--- config.mk ---
export PLATFORM = sky130hd
export DESIGN_NAME = fork_token_mutex_controller_top
export DESIGN_NICKNAME = d
export VERILOG_FILES = /design/src/design/ftm_pkg.sv /design/src/design/ftm_peer_unit.sv /design/src/design/fork_token_mutex_controller_top.sv
export VERILOG_INCLUDE_DIRS = /design/src /design/src/design
export SDC_FILE = /design/constraint.sdc
export NUM_CORES = 1
export LEC_CHECK = 0
export ABC_AREA = 0
export CORE_ASPECT_RATIO = 2
export CORE_UTILIZATION = 34
export CTS_CLUSTER_SIZE = 40
export DETAILED_ROUTE_END_ITERATION = 6
export DONT_BUFFER_PORTS = 1
export GPL_TIMING_DRIVEN = 0
export PLACE_DENSITY = 0.48
export SYNTH_ARGS = -nofsm -noshare
export SYNTH_HDL_FRONTEND = slang
export SYNTH_SLANG_ARGS = --single-unit
--- constraint.sdc ---
create_clock -name i_clk -period 3.2 [get_ports i_clk]
set_clock_uncertainty 0.2 [all_clocks]
set_input_delay 0.16 -clock i_clk [delete_from_list [all_inputs] [get_ports i_clk]]
set_output_delay 0.16 -clock i_clk [all_outputs]
set_load 0.02 [all_outputs]
--- src/design/assert_macros.svh ---
// Assertion macros used by the fork token mutex controller top.
// Depends on nothing; each macro expects i_clk in scope, ASSERT_CLK also i_rst_n.
`ifndef ASSERT_MACROS_SVH
`define ASSERT_MACROS_SVH

// Checked at every rising edge outside of reset.
`define ASSERT_CLK(label, prop, msg) \
    label: assert property (@(posedge i_clk) disable iff (!i_rst_n) prop) else $error(msg);

// Checked at every rising edge, reset included.
`define ASSERT_ALWAYS(label, prop, msg) \
    label: assert property (@(posedge i_clk) prop) else $error(msg);

`endif

--- src/design/ftm_pkg.sv ---
// Package of the fork token mutex controller: sizes, codes and shared types.
// Used by ftm_peer_unit and fork_token_mutex_controller_top; depends on nothing.
package ftm_pkg;

    localparam int MAX_NODES = 16;
    localparam int IDX_W     = $clog2(MAX_NODES);
    localparam int ID_W      = 4;
    localparam int OP_W      = 3;
    localparam int KIND_W    = 2;
    localparam int PHASE_W   = 2;
    localparam int CFG_IDX_W = 2;

    typedef logic [IDX_W-1:0]     t_idx;
    typedef logic [ID_W-1:0]      t_id;
    typedef logic [MAX_NODES-1:0] t_vec;
    typedef logic [OP_W-1:0]      t_op;
    typedef logic [KIND_W-1:0]    t_kind;
    typedef logic [PHASE_W-1:0]   t_phase;
    typedef logic [CFG_IDX_W-1:0] t_cfg_idx;

    localparam t_op OP_INIT    = 3'd0;
    localparam t_op OP_REQ_RX  = 3'd1;
    localparam t_op OP_FORK_RX = 3'd2;
    localparam t_op OP_ATTEMPT = 3'd3;
    localparam t_op OP_RELEASE = 3'd4;

    localparam t_kind KIND_REQ    = 2'd0;
    localparam t_kind KIND_FORK   = 2'd1;
    localparam t_kind KIND_STATUS = 2'd2;

    localparam t_phase PH_CHECK = 2'd0;
    localparam t_phase PH_REQ   = 2'd1;
    localparam t_phase PH_FORK  = 2'd2;

    localparam t_cfg_idx CFG_LOCAL_ID   = 2'd0;
    localparam t_cfg_idx CFG_PEER_COUNT = 2'd1;

    typedef struct packed {
        logic  emit;
        t_kind kind;
        logic  clr_token;
        logic  clr_fork;
        logic  fail;
    } t_unit_res;

endpackage

--- src/design/ftm_peer_unit.sv ---
// Shared per-peer evaluation unit: judges one peer entry for the current scan phase.
// Depends on ftm_pkg.
module ftm_peer_unit (
    input  ftm_pkg::t_phase    i_phase,
    input  logic               i_active,
    input  logic               i_fork,
    input  logic               i_dirty,
    input  logic               i_token,
    output ftm_pkg::t_unit_res o_res
);

    always_comb begin
        o_res = '0;
        if (i_active) begin
            unique case (i_phase)
                ftm_pkg::PH_CHECK: begin
                    o_res.fail = !(i_fork && (!i_dirty || !i_token));
                end
                ftm_pkg::PH_REQ: begin
                    if (i_token && !i_fork) begin
                        o_res.emit      = 1'b1;
                        o_res.kind      = ftm_pkg::KIND_REQ;
                        o_res.clr_token = 1'b1;
                    end
                end
                ftm_pkg::PH_FORK: begin
                    if (i_fork && i_token && i_dirty) begin
                        o_res.emit     = 1'b1;
                        o_res.kind     = ftm_pkg::KIND_FORK;
                        o_res.clr_fork = 1'b1;
                    end
                end
                default: begin
                end
            endcase
        end
    end

endmodule

--- src/design/fork_token_mutex_controller_top.sv ---
// Top level of the fork token mutex controller: sequencer, per-peer state and ports.
// Depends on ftm_pkg, ftm_peer_unit and assert_macros.svh.
// Init, request, fork and unknown ops go straight to the status beat; release runs the fork
// scan and attempts the check scan first, denied attempts then the request and fork scans.
// One item at a time; the next is taken at the edge that takes the status beat, no stalls.
// Synchronous active-low reset clears the state and the vectors, sets local_id 1, peer_count 2.
`include "assert_macros.svh"

module fork_token_mutex_controller_top (
    input  logic                 i_clk,
    input  logic                 i_rst_n,
    input  logic                 start,
    output logic                 busy,
    input  ftm_pkg::t_op         i_op,
    input  ftm_pkg::t_id         i_peer,
    input  logic                 i_cfg_valid,
    output logic                 o_cfg_ready,
    input  ftm_pkg::t_cfg_idx    i_cfg_index,
    input  ftm_pkg::t_id         i_cfg_data,
    output logic                 o_valid,
    output ftm_pkg::t_kind       o_kind,
    output ftm_pkg::t_id         o_dest,
    output logic                 o_granted,
    output logic                 o_last
);

    localparam logic [2:0] ST_IDLE   = 3'd0;
    localparam logic [2:0] ST_CHECK  = 3'd1;
    localparam logic [2:0] ST_REQ    = 3'd2;
    localparam logic [2:0] ST_FORK   = 3'd3;
    localparam logic [2:0] ST_STATUS = 3'd4;

    logic [2:0]       r_state, n_state;
    ftm_pkg::t_idx    r_idx, n_idx;
    logic             r_ok, n_ok;
    logic             r_granted, n_granted;
    ftm_pkg::t_vec    r_fork, n_fork;
    ftm_pkg::t_vec    r_dirty, n_dirty;
    ftm_pkg::t_vec    r_token, n_token;
    ftm_pkg::t_id     r_local_id;
    ftm_pkg::t_id     r_peer_count;
    logic             r_out_valid, n_out_valid;
    ftm_pkg::t_kind   r_out_kind, n_out_kind;
    ftm_pkg::t_id     r_out_dest, n_out_dest;
    logic             r_out_granted, n_out_granted;
    logic             r_out_last, n_out_last;

    ftm_pkg::t_idx      w_top;
    logic               w_active;
    logic               w_last_step;
    logic               w_sender_ok;
    ftm_pkg::t_phase    w_phase;
    ftm_pkg::t_vec      w_scan_mask;
    ftm_pkg::t_vec      w_high_mask;
    ftm_pkg::t_vec      w_low_mask;
    ftm_pkg::t_unit_res w_res;

    always_comb begin
        if (int'(r_peer_count) > ftm_pkg::MAX_NODES - 1) begin
            w_top = ftm_pkg::t_idx'(ftm_pkg::MAX_NODES - 1);
        end else begin
            w_top = ftm_pkg::t_idx'(r_peer_count);
        end
    end

    always_comb begin
        for (int i = 0; i < ftm_pkg::MAX_NODES; i++) begin
            w_scan_mask[i] = (i >= 1) && (i <= int'(w_top)) && (i != int'(r_local_id));
            w_high_mask[i] = (i >= 1) && (i <= int'(w_top)) && (i > int'(r_local_id));
            w_low_mask[i]  = (i >= 1) && (i <= int'(w_top)) && (i < int'(r_local_id));
        end
    end

    assign w_active    = (r_idx <= w_top) && (int'(r_idx) != int'(r_local_id));
    assign w_last_step = (r_idx >= w_top);
    assign w_sender_ok = (i_peer != '0) && (i_peer != r_local_id) && (i_peer <= r_peer_count)
                         && (int'(i_peer) < ftm_pkg::MAX_NODES);

    always_comb begin
        unique case (r_state)
            ST_REQ:  w_phase = ftm_pkg::PH_REQ;
            ST_FORK: w_phase = ftm_pkg::PH_FORK;
            default: w_phase = ftm_pkg::PH_CHECK;
        endcase
    end

    ftm_peer_unit u_peer_unit (
        .i_phase  (w_phase),
        .i_active (w_active),
        .i_fork   (r_fork[r_idx]),
        .i_dirty  (r_dirty[r_idx]),
        .i_token  (r_token[r_idx]),
        .o_res    (w_res)
    );

    always_comb begin
        n_state       = r_state;
        n_idx         = r_idx;
        n_ok          = r_ok;
        n_granted     = r_granted;
        n_fork        = r_fork;
        n_dirty       = r_dirty;
        n_token       = r_token;
        n_out_valid   = 1'b0;
        n_out_kind    = r_out_kind;
        n_out_dest    = r_out_dest;
        n_out_granted = r_out_granted;
        n_out_last    = r_out_last;

        unique case (r_state)
            ST_IDLE: begin
                if (start) begin
                    n_granted = 1'b0;
                    n_ok      = 1'b1;
                    n_idx     = ftm_pkg::t_idx'(1);
                    n_state   = ST_STATUS;
                    unique case (i_op)
                        ftm_pkg::OP_INIT: begin
                            n_fork  = r_fork | w_high_mask;
                            n_dirty = r_dirty | w_high_mask;
                            n_token = r_token | w_low_mask;
                        end
                        ftm_pkg::OP_REQ_RX: begin
                            if (w_sender_ok) begin
                                n_token[ftm_pkg::t_idx'(i_peer)] = 1'b1;
                            end
                        end
                        ftm_pkg::OP_FORK_RX: begin
                            if (w_sender_ok) begin
                                n_fork[ftm_pkg::t_idx'(i_peer)]  = 1'b1;
                                n_dirty[ftm_pkg::t_idx'(i_peer)] = 1'b0;
                            end
                        end
                        ftm_pkg::OP_ATTEMPT: n_state = ST_CHECK;
                        ftm_pkg::OP_RELEASE: n_state = ST_FORK;
                        default: begin
                        end
                    endcase
                end
            end
            ST_CHECK: begin
                n_ok = r_ok && !w_res.fail;
                if (w_last_step) begin
                    n_idx = ftm_pkg::t_idx'(1);
                    if (n_ok) begin
                        n_dirty   = r_dirty | w_scan_mask;
                        n_granted = 1'b1;
                        n_state   = ST_STATUS;
                    end else begin
                        n_state = ST_REQ;
                    end
                end else begin
                    n_idx = r_idx + ftm_pkg::t_idx'(1);
                end
            end
            ST_REQ, ST_FORK: begin
                if (w_res.clr_token) begin
                    n_token[r_idx] = 1'b0;
                end
                if (w_res.clr_fork) begin
                    n_fork[r_idx]  = 1'b0;
                    n_dirty[r_idx] = 1'b0;
                end
                if (w_res.emit) begin
                    n_out_valid   = 1'b1;
                    n_out_kind    = w_res.kind;
                    n_out_dest    = ftm_pkg::t_id'(r_idx);
                    n_out_granted = 1'b0;
                    n_out_last    = 1'b0;
                end
                if (w_last_step) begin
                    n_idx   = ftm_pkg::t_idx'(1);
                    n_state = (r_state == ST_REQ) ? ST_FORK : ST_STATUS;
                end else begin
                    n_idx = r_idx + ftm_pkg::t_idx'(1);
                end
            end
            ST_STATUS: begin
                n_out_valid   = 1'b1;
                n_out_kind    = ftm_pkg::KIND_STATUS;
                n_out_dest    = '0;
                n_out_granted = r_granted;
                n_out_last    = 1'b1;
                n_state       = ST_IDLE;
            end
            default: n_state = ST_IDLE;
        endcase
    end

    always_ff @(posedge i_clk) begin
        if (!i_rst_n) begin
            r_state      <= ST_IDLE;
            r_idx        <= ftm_pkg::t_idx'(1);
            r_ok         <= 1'b1;
            r_granted    <= 1'b0;
            r_fork       <= '0;
            r_dirty      <= '0;
            r_token      <= '0;
            r_local_id   <= ftm_pkg::t_id'(1);
            r_peer_count <= ftm_pkg::t_id'(2);
            r_out_valid  <= 1'b0;
        end else begin
            r_state     <= n_state;
            r_idx       <= n_idx;
            r_ok        <= n_ok;
            r_granted   <= n_granted;
            r_fork      <= n_fork;
            r_dirty     <= n_dirty;
            r_token     <= n_token;
            r_out_valid <= n_out_valid;
            if (i_cfg_valid) begin
                unique case (i_cfg_index)
                    ftm_pkg::CFG_LOCAL_ID:   r_local_id   <= i_cfg_data;
                    ftm_pkg::CFG_PEER_COUNT: r_peer_count <= i_cfg_data;
                    default: begin
                    end
                endcase
            end
        end
    end

    always_ff @(posedge i_clk) begin
        r_out_kind    <= n_out_kind;
        r_out_dest    <= n_out_dest;
        r_out_granted <= n_out_granted;
        r_out_last    <= n_out_last;
    end

    assign busy        = (r_state != ST_IDLE);
    assign o_cfg_ready = 1'b1;
    assign o_valid     = r_out_valid;
    assign o_kind      = r_out_kind;
    assign o_dest      = r_out_dest;
    assign o_granted   = r_out_granted;
    assign o_last      = r_out_last;

    `ASSERT_CLK(a_accept_busy, start && !busy |=> busy, "Accepted item did not raise busy.")
    `ASSERT_CLK(a_status_beat, r_state == ST_STATUS |=> o_valid && o_last, "Status beat missing.")
    `ASSERT_CLK(a_last_kind, o_valid && o_last |-> o_kind == ftm_pkg::KIND_STATUS, "Bad last beat.")
    `ASSERT_ALWAYS(a_grant_last, o_valid && o_granted |-> o_last, "Grant on a message beat.")

endmodule
==> metrics.md, run 1 <==
| Metric | Value |
|---|---|
| R2r endpoint | r_fork[5]$_SDFFE_PN0P_ |
| Hold Crit Class | input port to register |
| Crit Path Class | register to register |
| Startpoint types | register |
| Worst-path maximum fanout | 10 |
| Place WS | -0.721 ns |
| Combinational share of power | a little over a quarter |
| Final worst setup slack | around 0.029 ns |
| Reg2reg start | r_peer_count[3]$_SDFFE_PN0P_ |
| Post-synthesis sequential area ratio | a little under a third |
| Synth area leaders | dfxtp_1 (26%), a21oi_1 (6.2%), o21ai_0 (6.0%), nand2_1 (5.8%), mux4_2 (5.3%) |
| DR WL/cell | between 20 and 30 µm |
| DRT iter0 DRCs | 529 |
| Endpoint class of the critical path | register |
| Nets@finish | around 700 |
| Status | finished, final reports clean |
| Endpoints failing setup | 0 |
| Total core area | about 14000 µm² |
| Synth Warn # | 0 |
| Clock Power Share | a little under two fifths |
| Fillers | about 1.6k |
| CTS max path bufs | 2 |
| Ports | 28 |
| Yosys reg bits | 74 |
| Flop2flop setup slack | 0.03 ns |
| Top cell type's share of synthesized area | 26.1% |
| Library cells used by synthesis | 67 |
| Clk slew on worst S/H paths | around 0.070 ns |
| Tightest hold margin | approximately 0.017 ns |
| Final core occ | ~40% |
| Hold Startpoint | i_peer[3] |
| Max Fclk | 315 MHz |
| PD cells | between 500 and 600 nW/µm² |
| Period utilisation layout | 99.1% |
| Prevailing post-synth register cell | dfxtp_1 |
| Final slew viol count | 0 |
| Initial Utilization | 35.0% |
| Sink Count | 74 |
| Commonest non-fill, non-tap cell in the layout | nand2_1 |
| Syn Area/Cell | around 7.6 µm² |
| Clock buffer count from CTS | 9 |
| Pre-antenna DRT Iters | 6 |
| Total Routing Usage GR | 34.1% |
| # rows | 62 |
| Initial antenna violation count | 0 |
| CTS Root Buffer Type | clkbuf_16 |
| Mapped Area | between 5000 and 6000 µm² |
| Register-to-Register Path Depth | 9 |
| Sequential power share | 35.3% |
| Switch share | between 30% and 40% |
| Post-Place Cells | approximately 850 |
| WP data arrival | between 3 and 4 ns |
| Die ar. | approximately 15000 µm² |
| DRC Markers | 0 |
| Buffers on Ports | 0 |
| Detail Route Antenna Nets | 0 |
| Share of post-route cells with drive strength above 1 | between 10% and 20% |
| Total congestion overflow | 0 |
| Via density | around 6.3 |
| Net Switching | roughly 0.0010 W |
| Critical Path RT | 3.27 ns |
| Post-Syn Instances | about 660 |
| Unrepaired setup endpoints after global routing | true |
| Placer Congestion | 0.996 |
| Commonest cells after routing, fill and taps aside | nand2_1 (77), nor2_1 (68), dfxtp_1 (64) |
| Die width | 88.2 µm |
| Fin. Hold Viols | 0 |
| Post-synth net total | 690 |
| Static Leak | slightly above 2 nW |
| EDFF count, synth | 8 |
| Finished Layout Cells | 880 |
| Pint | approximately 0.0019 W |
| Vias in the first global route | ~5.6k |
| Peak VDD IR | approximately 240 µV |
| FFs w/ async S/R, synth | 0% |
| Worst Hold Path EP | r_token[1]$_SDFFE_PN0P_ |
| Global-route wire length before repair | between 30000 and 40000 µm |
| H-tree levels | 3 |
| Minimum clock period | 3.17 ns |
| Max-slew headroom | a little over a quarter |
| Synth-to-layout area growth | 15.4% |
| MaxCap Viol Count | 0 |
| Hpwl dp | approximately 19000 µm |
| Die height | 174 µm |
| Vias after detailed routing | 5504 |
| Leading area contributor after synthesis | dfxtp_1 |
| Slew @ Worst Pin | about 1.1 ns |
| Largest net degree at the start of global routing | 15 |
| Clk Latency, worst-skew pair | about 0.35 ns |
| CTS tree | built |
| Hold path cells | 4 |
| WL final | 25000 µm |
| # diodes | 0 |
## what timing repair did
| action | CTS | global route |
|---|---|---|
| hold buffers | 10 | 0 |
| setup buffers | 4 | 1 |
| pin swaps | 2 | 4 |
| resized for setup | 21 | 15 |
| hold endpoints to repair | 10 | 0 |
| endpoints found under the setup margin | 55 | 43 |
## stage by stage
step                      power [W]  instance area, µm²  setup TNS [ns]
final                       0.00294                5830               0
after global routing        0.00304                5830         -0.0630
after CTS                   0.00292                5810               0
after detailed placement    0.00177                5300          -19.73
after global placement      0.00176                5290          -17.96
after floorplan             0.00151                5050               0
## area by class of cell
type	instances	area, µm²	area share [%]
Multi-Input combinational cell	516	3240	55.6
Sequential cell	74	1560	26.8
Buffer	51	267	4.57
Clock buffer	10	250	4.29
Tap cell	192	240	4.12
Timing Repair Buffer	15	141	2.42
Clock inverter	6	68.8	1.18
Inverter	16	60.1	1.03
## Yosys cell counts, drive strengths merged, types with 6 or more instances
library cell and instances:
mux4 12, edfxtp 8, ha 12, nor3 24
o32ai 6, dfxtp 66, inv 15, nand2 78
a21oi 64, nand2b 6, mux2i 9, nand4 6
or2 7, nor2b 10, clkbuf 44, o21a 9
nand3 19, a211oi 12, o21ai 62, a31oi 13
a22oi 6, buf 11, nor2 72, and3 7
and2 7
## critical path: stages (launching register included)
cell      delay [ns]
dfxtp_1         0.34
inv_1           0.29
ha_1            0.33
a21oi_1         0.15
o21ai_0         0.09
a211o_1         0.39
a211oi_4        0.39
clkbuf_4        0.33
o21ai_0         0.33
a21oi_1         0.26
## sequential cells by signal (all words and copies together), names as in the netlist
| signal | count |
|---|---|
| r_state | 3 |
| r_dirty | 16 |
| r_ok | 1 |
| r_local_id | 4 |
| r_token | 16 |
| o_valid | 1 |
| o_last | 1 |
| r_idx | 4 |
| o_dest | 4 |
| r_granted | 1 |
| o_kind | 2 |
| r_peer_count | 4 |
| o_granted | 1 |
| r_fork | 16 |
## layer usage
metal | track usage (%) | part of all wire, %
met2 | 55.6 | 50
met3 | 4.13 | 4.7
met5 | 0 | 0
met1 | 36.0 | 34
met4 | 33.5 | 11
## worst max path at each step
stage	slack [ns]	end	startpoint	depth (start not counted)
after global placement	-0.81	r_fork[5]$_SDFFE_PN0P_	r_peer_count[1]$_SDFFE_PN1P_	10
final	0.03	r_fork[5]$_SDFFE_PN0P_	r_peer_count[3]$_SDFFE_PN0P_	9
after detailed placement	-0.72	r_fork[5]$_SDFFE_PN0P_	r_peer_count[1]$_SDFFE_PN1P_	10
after CTS	0.02	r_dirty[5]$_SDFFE_PN0P_	r_idx[2]$_SDFFE_PN0P_	12
after floorplan	0.29	r_dirty[5]$_SDFFE_PN0P_	r_peer_count[1]$_SDFFE_PN1P_	12
after global routing	-0.04	r_dirty[15]$_SDFFE_PN0P_	r_state[1]$_SDFFE_PN0P_	7
## power groups by stage
stage,clock (W),combinational [W],sequential [W]
floorplan,0,0.000465,0.00104
global placement,0,0.000711,0.00105
detailed placement,0,0.000711,0.00105
CTS,0.00114,0.000750,0.00104
global route,0.00117,0.000824,0.00104
finish,0.00112,0.000780,0.00104
## cell families (layout without fill, tap and decap cells)
kind of cell	after synthesis	count (layout)	synth area share, %
simple gates	253	253	23.3
flops	74	74	30.9
compound gates	220	220	28.0
fa+ha+maj	12	12	2.97
mux	22	22	7.35
other cells	1	1	0.0742
buf+inv	71	98	5.99
xor+xnor	8	8	1.39
Power figures use the tool's default switching activity.
==> run 2, diff against run 1 <==
==> constraint.sdc (replaced) <==
create_clock -name i_clk -period 3.97 [get_ports i_clk]
set_clock_uncertainty 0.2 [all_clocks]
set_input_delay 0.1985 -clock i_clk [delete_from_list [all_inputs] [get_ports i_clk]]
set_output_delay 0.1985 -clock i_clk [all_outputs]
set_load 0.02 [all_outputs]
==> metrics.md, run 2 (synthesis results as in run 1) <==
| Metric | Value |
|---|---|
| Status | finished, final reports clean |
| Peak VDD IR | 193 µV |
| # diodes | 0 |
| Pre-antenna DRT Iters | 5 |
| CTS tree | built |
| Regs by FF count | r_dirty (16), r_fork (16), r_token (16) |
| WL final | ~25000 µm |
| Max Fclk | roughly 260 MHz |
| Vias after detailed routing | ~5.5k |
| WP data arrival | approximately 4 ns |
| Area after DPL | between 5000 and 6000 µm² |
| Worst-path maximum fanout | 10 |
| Sequential power share | a little over a third |
| Clock buffer count from CTS | 9 |
| DR WL/cell | roughly 28 µm |
| Startpoint types | register |
| Unrepaired setup endpoints after global routing | false |
| Detail Route Antenna Nets | 0 |
| Pint | 0.00150 W |
| Slew @ Worst Pin | 1.07 ns |
| CTS max path bufs | 2 |
| DRT iter0 DRCs | between 500 and 600 |
| H-tree levels | 3 |
| Finished Layout Cells | around 880 |
| Die width | roughly 88 µm |
| Share of post-route cells with drive strength above 1 | a little over 9% |
| Reg2reg start | r_peer_count[1]$_SDFFE_PN1P_ |
| PD cells | roughly 400 nW/µm² |
| Die ar. | ~15000 µm² |
| Global-route wire length before repair | approximately 36000 µm |
| Fin. Hold Viols | 0 |
| Clk Latency, worst-skew pair | ~0.35 ns |
| Crit path to | r_fork[5]$_SDFFE_PN0P_ |
| Final slew viol count | 0 |
| Vias in the first global route | roughly 5.5k |
| Beginning of the critical path | r_peer_count[1]$_SDFFE_PN1P_ |
| Crit Path Class | register to register |
| Flop2flop setup slack | 0.10 ns |
| Initial Utilization | approximately a third |
| Synth-to-layout area growth | 12.6% |
| Minimum clock period | about 3.9 ns |
| Sink Count | 74 |
| CTS Root Buffer Type | clkbuf_16 |
| Max-slew headroom | between 20% and 30% |
| Commonest cells after routing, fill and taps aside | nand2_1 (78), nor2_1 (71), dfxtp_1 (66) |
| R2r endpoint | r_fork[5]$_SDFFE_PN0P_ |
| Static Leak | 1.99 nW |
| Combinational share of power | around a quarter |
| Post-CTS Repair Setup Buffers | 0 |
| MaxCap Viol Count | 0 |
| Largest net degree at the start of global routing | 15 |
| Buffers on Ports | 0 |
| Post-Place Cells | ~850 |
| Period utilisation layout | between 90% and 100% |
| Net Switching | about 0.00083 W |
| Final worst setup slack | roughly 0.1 ns |
| Clk slew on worst S/H paths | around 0.070 ns |
| Total Routing Usage GR | between 30% and 40% |
| Critical Path RT | 4.04 ns |
| Hold Crit Class | input port to register |
| Register-to-Register Path Depth | 10 |
| Via density | approximately 6.3 |
| Initial antenna violation count | 0 |
| Clock Power Share | roughly two fifths |
| Total core area | ~14000 µm² |
| Hpwl dp | between 15000 and 20000 µm |
| Endpoint class of the critical path | register |
| Commonest non-fill, non-tap cell in the layout | nand2_1 |
| Fin area | 5690 µm² |
| Place WS | 0.0488 ns |
| Nets@finish | between 700 and 800 |
| # rows | 62 |
| Placer Congestion | around 1.0 |
| Ports | 28 |
| DRC Markers | 0 |
| Total congestion overflow | 0 |
| Switch share | 35.6% |
| Die height | ~170 µm |
| Endpoints failing setup | 0 |
## run 2: changes by cell type in the layout (fill, tap and decap cells not counted), sizes merged
| cell | before | now |
|---|---|---|
| buf | 17 | 11 |
| dlygate4sd3 | 10 | 7 |
| clkbuf | 49 | 54 |
## run 2: per-stage QoR
step	hold slack (ns)	util, %	power (W)	setup TNS, ns
6_report	0.00173	39.4	0.00233	0
2_1_floorplan	0.137	-	0.00121	0
5_1_grt	0.0421	39.4	0.00241	0
3_5_place_dp	0.153	36.7	0.00142	0
3_3_place_gp	0.147	36.7	0.00142	-0.0776
4_1_cts	0.00264	39.4	0.00233	0
## run 2: area by class of cell
cell class                      count  area, µm²
Timing Repair Buffer                7       70.1
Sequential cell                    74       1560
Multi-Input combinational cell    516       3200
Tap cell                          192        240
Buffer                             55        243
Clock inverter                      6       68.8
Clock buffer                       10        250
Inverter                           16       60.1
Fill cell                        1603       8740
## run 2: how the worst min path moves through the flow
stage	start	to	slack (ns)	cells after the start
2_1_floorplan	i_cfg_data[0]	r_local_id[0]$_SDFFE_PN1P_	0.14	2
3_3_place_gp	i_cfg_data[0]	r_peer_count[0]$_SDFFE_PN0P_	0.15	2
3_5_place_dp	i_cfg_data[0]	r_local_id[0]$_SDFFE_PN1P_	0.15	2
4_1_cts	i_cfg_index[0]	r_local_id[3]$_SDFFE_PN0P_	0.003	3
5_1_grt	i_cfg_index[0]	r_local_id[3]$_SDFFE_PN0P_	0.04	3
6_report	i_cfg_index[0]	r_local_id[3]$_SDFFE_PN0P_	0.002	3
## run 2: routing by layer
metal	routed length, µm	GRT usage [%]
met5	0	0
met4	2740	31.8
met3	1270	3.89
met2	12300	55.4
met1	8610	36.3
## run 2: power by group through the flow
stage	Sequential [W]	Clock [W]	Combinational, W
after CTS	0.000833	0.000916	0.000581
after floorplan	0.000840	0	0.000374
after global routing	0.000838	0.000947	0.000627
after detailed placement	0.000850	0	0.000573
final	0.000834	0.000904	0.000594
after global placement	0.000849	0	0.000573
## run 2: critical path: stages (launching register included)
cell and delay (ns):
dfxtp_1 0.30, clkbuf_1 0.28, inv_1 0.25, ha_1 0.35, a21oi_1 0.13, o21ai_0 0.10
a211o_1 0.38, a211oi_2 0.47, clkbuf_1 0.58, o21ai_0 0.50, a21oi_1 0.25
## run 2: timing repair
item,in CTS,in global routing
endpoints found under the hold margin,10,0
gates resized for setup,0,2
hold buffers,7,0
endpoints found under the setup margin,0,7
